## src/sv/light_radius_animator_macros.svh

```systemverilog
// ----------------------------------------------------------------------------
// light_radius_animator_macros
// Assertion macros shared by the light radius animator RTL. In synthesis
// builds they expand to nothing.
// ----------------------------------------------------------------------------
`ifndef LIGHT_RADIUS_ANIMATOR_MACROS_SVH
`define LIGHT_RADIUS_ANIMATOR_MACROS_SVH

`ifndef SYNTHESIS
// same-cycle implication, disabled while reset is asserted
`define LRA_ASSERT_IMPL(name, clock, rstn, ante, cons) \
	name: assert property (@(posedge clock) disable iff (!rstn) (ante) |-> (cons)) \
		else $error("light_radius_animator: assertion failed");
// next-cycle implication, disabled while reset is asserted
`define LRA_ASSERT_NEXT(name, clock, rstn, ante, cons) \
	name: assert property (@(posedge clock) disable iff (!rstn) (ante) |=> (cons)) \
		else $error("light_radius_animator: assertion failed");
`else
`define LRA_ASSERT_IMPL(name, clock, rstn, ante, cons)
`define LRA_ASSERT_NEXT(name, clock, rstn, ante, cons)
`endif

`endif

```

## src/sv/lra_pkg.sv

```systemverilog
// ----------------------------------------------------------------------------
// lra_pkg
// Kind codes, hash constants, divider geometry and the side-band record that
// travels down the light radius pipeline.
// ----------------------------------------------------------------------------
package lra_pkg;

	localparam logic [1:0] KIND_POINT   = 2'd0;
	localparam logic [1:0] KIND_PULSE   = 2'd1;
	localparam logic [1:0] KIND_FLICKER = 2'd2;

	localparam logic [31:0] HASH_TICK_MUL = 32'd1664525;
	localparam logic [31:0] HASH_SEED_MUL = 32'd1013904223;
	localparam logic [31:0] HASH_MIX_MUL  = 32'd2246822519;
	localparam int          HASH_SHIFT_A  = 15;
	localparam int          HASH_SHIFT_B  = 13;

	// floor(2^40 / 360): quotient estimate is exact or one low for 32-bit values
	localparam logic [31:0] RECIP_360     = 32'd3054198966;
	localparam int          RECIP_SHIFT   = 40;
	localparam logic [9:0]  FLICK_MOD     = 10'd360;

	localparam int DVD_W      = 32;
	localparam int DVS_W      = 16;
	localparam int DIV_STEP   = 4;
	localparam int DIV_STAGES = DVD_W / DIV_STEP;

	typedef struct packed {
		logic [15:0] base;
		logic [15:0] alt;
		logic [8:0]  odds;
		logic        pulse;
		logic        flick;
		logic        pick;
	} carry_t;

endpackage

```

## src/sv/lra_div.sv

```systemverilog
// ----------------------------------------------------------------------------
// lra_div
// Pipelined restoring divider, 32-bit dividend by 16-bit divisor, four
// quotient bits per stage. Each stage loads when its enable is high.
// ----------------------------------------------------------------------------
module lra_div (
	input  logic                                clk,
	input  logic [lra_pkg::DIV_STAGES-1:0]      stage_en,
	input  logic [lra_pkg::DVD_W-1:0]           dividend,
	input  logic [lra_pkg::DVS_W-1:0]           divisor,
	output logic [lra_pkg::DVD_W-1:0]           quotient
);

	localparam int NST = lra_pkg::DIV_STAGES;
	localparam int DW  = lra_pkg::DVD_W;
	localparam int SW  = lra_pkg::DVS_W;

	// remainder, shifting dividend/quotient word and divisor for each stage
	logic [SW-1:0] rem_s [NST];
	logic [DW-1:0] word_s [NST];
	logic [SW-1:0] dvs_s [NST];

	logic [SW-1:0] rem_in [NST];
	logic [DW-1:0] word_in [NST];
	logic [SW-1:0] dvs_in [NST];

	function automatic logic [SW+DW-1:0] div_steps(input logic [SW-1:0] rem_i,
		input logic [DW-1:0] word_i, input logic [SW-1:0] dvs);
		logic [SW:0]   t;
		logic [SW-1:0] r;
		logic [DW-1:0] w;
		r = rem_i;
		w = word_i;
		for (int i = 0; i < lra_pkg::DIV_STEP; i++) begin
			t = {r, w[DW-1]};
			w = {w[DW-2:0], 1'b0};
			if (t >= {1'b0, dvs}) begin
				t    = t - {1'b0, dvs};
				w[0] = 1'b1;
			end
			r = t[SW-1:0];
		end
		return {r, w};
	endfunction

	always_comb begin
		rem_in[0]  = '0;
		word_in[0] = dividend;
		dvs_in[0]  = divisor;
		for (int k = 1; k < NST; k++) begin
			rem_in[k]  = rem_s[k-1];
			word_in[k] = word_s[k-1];
			dvs_in[k]  = dvs_s[k-1];
		end
	end

	always_ff @(posedge clk) begin
		for (int k = 0; k < NST; k++) begin
			if (stage_en[k]) begin
				{rem_s[k], word_s[k]} <= div_steps(rem_in[k], word_in[k], dvs_in[k]);
				dvs_s[k]              <= dvs_in[k];
			end
		end
	end

	assign quotient = word_s[NST-1];

endmodule

```

## config.mk

```make
export PLATFORM = sky130hd
export DESIGN_NAME = lra_div
export DESIGN_NICKNAME = d
export VERILOG_FILES = /design/src/sv/light_radius_animator_macros.svh /design/src/sv/lra_pkg.sv /design/src/sv/lra_div.sv
export SDC_FILE = /design/constraint.sdc
export NUM_CORES = 2
export LEC_CHECK = 0
export ABC_AREA = 1
export BUFFER_PORTS_ARGS = -buffer_cell sky130_fd_sc_hd__buf_4
export CORE_MARGIN = 4
export CORE_UTILIZATION = 62
export DETAILED_ROUTE_END_ITERATION = 8
export MAX_ROUTING_LAYER = met4
export PLACE_DENSITY = 0.76
export SETUP_SLACK_MARGIN = 0.2
export SLEW_MARGIN = 20
export SYNTH_ARGS = -nofsm -noshare
export SYNTH_HDL_FRONTEND = slang
export SYNTH_SLANG_ARGS = --single-unit
```

## constraint.sdc

```tcl
create_clock -name clk -period 17.6 [get_ports clk]
set_input_delay 1.76 -clock clk [delete_from_list [all_inputs] [get_ports clk]]
set_output_delay 1.76 -clock clk [all_outputs]
set_load 0.03 [all_outputs]
```

==> impl_metrics.ini <==
[global_routing]
grt_pass1_wl_mm = 200
grt.total_usage_pct = 33.1
grt-ovfl-total = 0
grt_pass1_vias = 37100
grt_max_degree = 65
antenna_found_initial = 4

[setup_path]
crit_family = simple AND/OR/NAND/NOR gates
cp_max_fo = 19
crit_path_end_kind = flip-flop
worstSetupStartpointType = flip-flop
path_buf_inv = 3
worst-path-stages = 40
cpPeakStageDelay_ns = 0.71
cp.arrival_ns = 10.20
crit_path_top_delay_cell = a21oi_2
crit_type = flip-flop to flip-flop
critPathMostFrequentCell = nand2_1
reg2reg_depth = 40
worstPathRequired_ns = 18.07

[synth]
synth_top_area_cell = edfxtp_1
yosysUniqueCellTypes = 63
synth_fp_nets = 6474
synth_edf_count = 480
seq_area_frac_synth_pct = 32.1
synth_ff_type = edfxtp_1
synth.avg_cell_area_um2 = 7.62
syn_inst = 5889
syn-cell-area_um2 = 44900
synthTopCellsByArea = edfxtp_1 (32%), nand2_1 (15%), ha_1 (14%)
yosys_register_bits = 480
netlist.area_leader.share_pct = 32.1
synth_warnings = 0
synth-async-reset-ratio_pct = 0

[layout]
final_cell_mix = nand2_1 (1810), inv_1 (705), ha_1 (498)
finish.utilization_pct = 66.9
syn_to_final_growth_pct = 6.78
instances_no_fill = 6951
nets = 6541
drive_gt1_share_pct = 5.55
layout_commonest_cell = nand2_1
fill_cells = 6289

[timing]
slew_viol_final = 0
worstMarginPinSlew_ns = 1.11
finalWorstPathRequiredPeriod_ns = 9.73
post-route-period-util_pct = 55.3
fin_setup_tns_ns = 0
whs_ns = 0.396
relSlewSlack_pct = 26.1
fmax_ghz = 0.103
hold_violations = 0
clock_skew_ns = 0.0288
grt_setup_unrepaired = false
setup_violations = 0

[floorplanning]
die-area_um2 = 76800
design.portCount = 89
core_um2 = 71600
die_h_um = 277
die_x_um = 277
core.rowCount = 98
start_util_pct = 62.7

[routing]
wl_per_cell_um = 18.3
drtIter0Drc = 4267
drc = 0
drtPass1Iterations = 7
ant_nets = 0
vias = 40200
routed_wl_mm = 127
vias_per_cell = 5.78

[placed_design]
gp_congestion = 1.00
placedCellCount = 6850
hpwl_mm = 101
io_buffers = 88

[clock_network]
cts-resized-gates = 0
post_cts_buffers = 0
cts-htree-levels = 2
ctsRootBufferMaster = clkbuf_16
cts_tree = done
cts_hold_buf = 0
clkTransAtPathRegs_ns = 0.07
cts_buffers = 54
clkSinkCount = 480
cts.path.max_buffers = 3
clk_latency_ns = 0.63

[min_path]
hold_path.class = flip-flop to flip-flop
holdPathStages = 0

[flow_run]
max-cap-violations = 0

[outcome]
status = complete, no violations
-- worst reg2reg max path: cells and delay by family, from the launching register on --
| family | cells | cell delay (ns) |
|---|---|---|
| simple gates | 23 | 3.41 |
| compound gates | 10 | 3.39 |
| flops | 1 | 0.56 |
| buf+inv | 3 | 0.75 |
| fa+ha+maj | 4 | 1.50 |
-- through the flow --
step                      worst slack (ns)  instance area [µm²]
after floorplan                       9.82                44900
after global placement                7.37                46200
after detailed placement              7.23                46200
after CTS                             7.87                47900
after global routing                  7.05                47900
final                                 7.87                47900
-- per-layer routing --
metal	up-vias	wire, µm	share of wire [%]	GRT usage [%]
met2	1564	56200	44	51.2
met5	-	0	0	-
li1	19900	-	-	-
met4	0	4110	3.2	9.51
met3	238	10100	8.0	3.87
met1	18500	56500	44	46.5
-- path summary, 6_finish.rpt --
kind / slack, ns / endpoint / start
worst max-delay path: 7.87 / rem_in[44] / dvs_s[3][1]
worst min-delay path: 0.40 / word_in[133] / word_in[161]
worst max register to register: 7.87 / rem_in[44] / dvs_s[3][1]
worst min register to register: 0.40 / word_in[133] / word_in[161]
-- cell usage after synthesis (all sizes together) (11+ instances only) --
library cell / number
ha: 498
nand2: 1860
o21a: 19
nand4: 77
fa: 30
a21o: 35
xnor2: 160
nor3: 28
a21boi: 21
a21oi: 423
o21bai: 16
nor4: 20
xor2: 196
o21ai: 295
nand3b: 21
or2: 24
nor2: 300
o2111ai: 11
edfxtp: 480
buf: 76
inv: 731
a31oi: 28
nand3: 484
-- area by class of cell --
class                   instances  area, µm²  area share (%)
clock inverters                41        325           0.679
inverters                     732       2750            5.74
repair buffers                 92        691            1.44
multi-input cells            4596      27100            56.6
diodes                          2       5.00          0.0104
well taps                     950       1190            2.48
flip-flops and latches        480      14400            30.1
clock buffers                  58       1410            2.94
-- cell families (layout without fill, tap and decap cells) --
kind of cell	after synthesis	count (layout)	synth area share, %
compound gates	882	882	10.9
xor+xnor	356	356	6.95
buf+inv	813	923	7.41
flops	480	480	32.1
simple gates	2830	2830	27.4
other cells	0	2	0
fa+ha+maj	528	528	15.2
-- flip-flops by register name (all words and copies together), names as in the netlist --
| name | cells |
|---|---|
| dvs_s | 112 |
| rem_in | 112 |
| word_in | 224 |
| quotient | 32 |
Power is left out: the tool's default activity adds up to more than one toggle a clock period on the data nets, which glitch-free logic cannot reach.
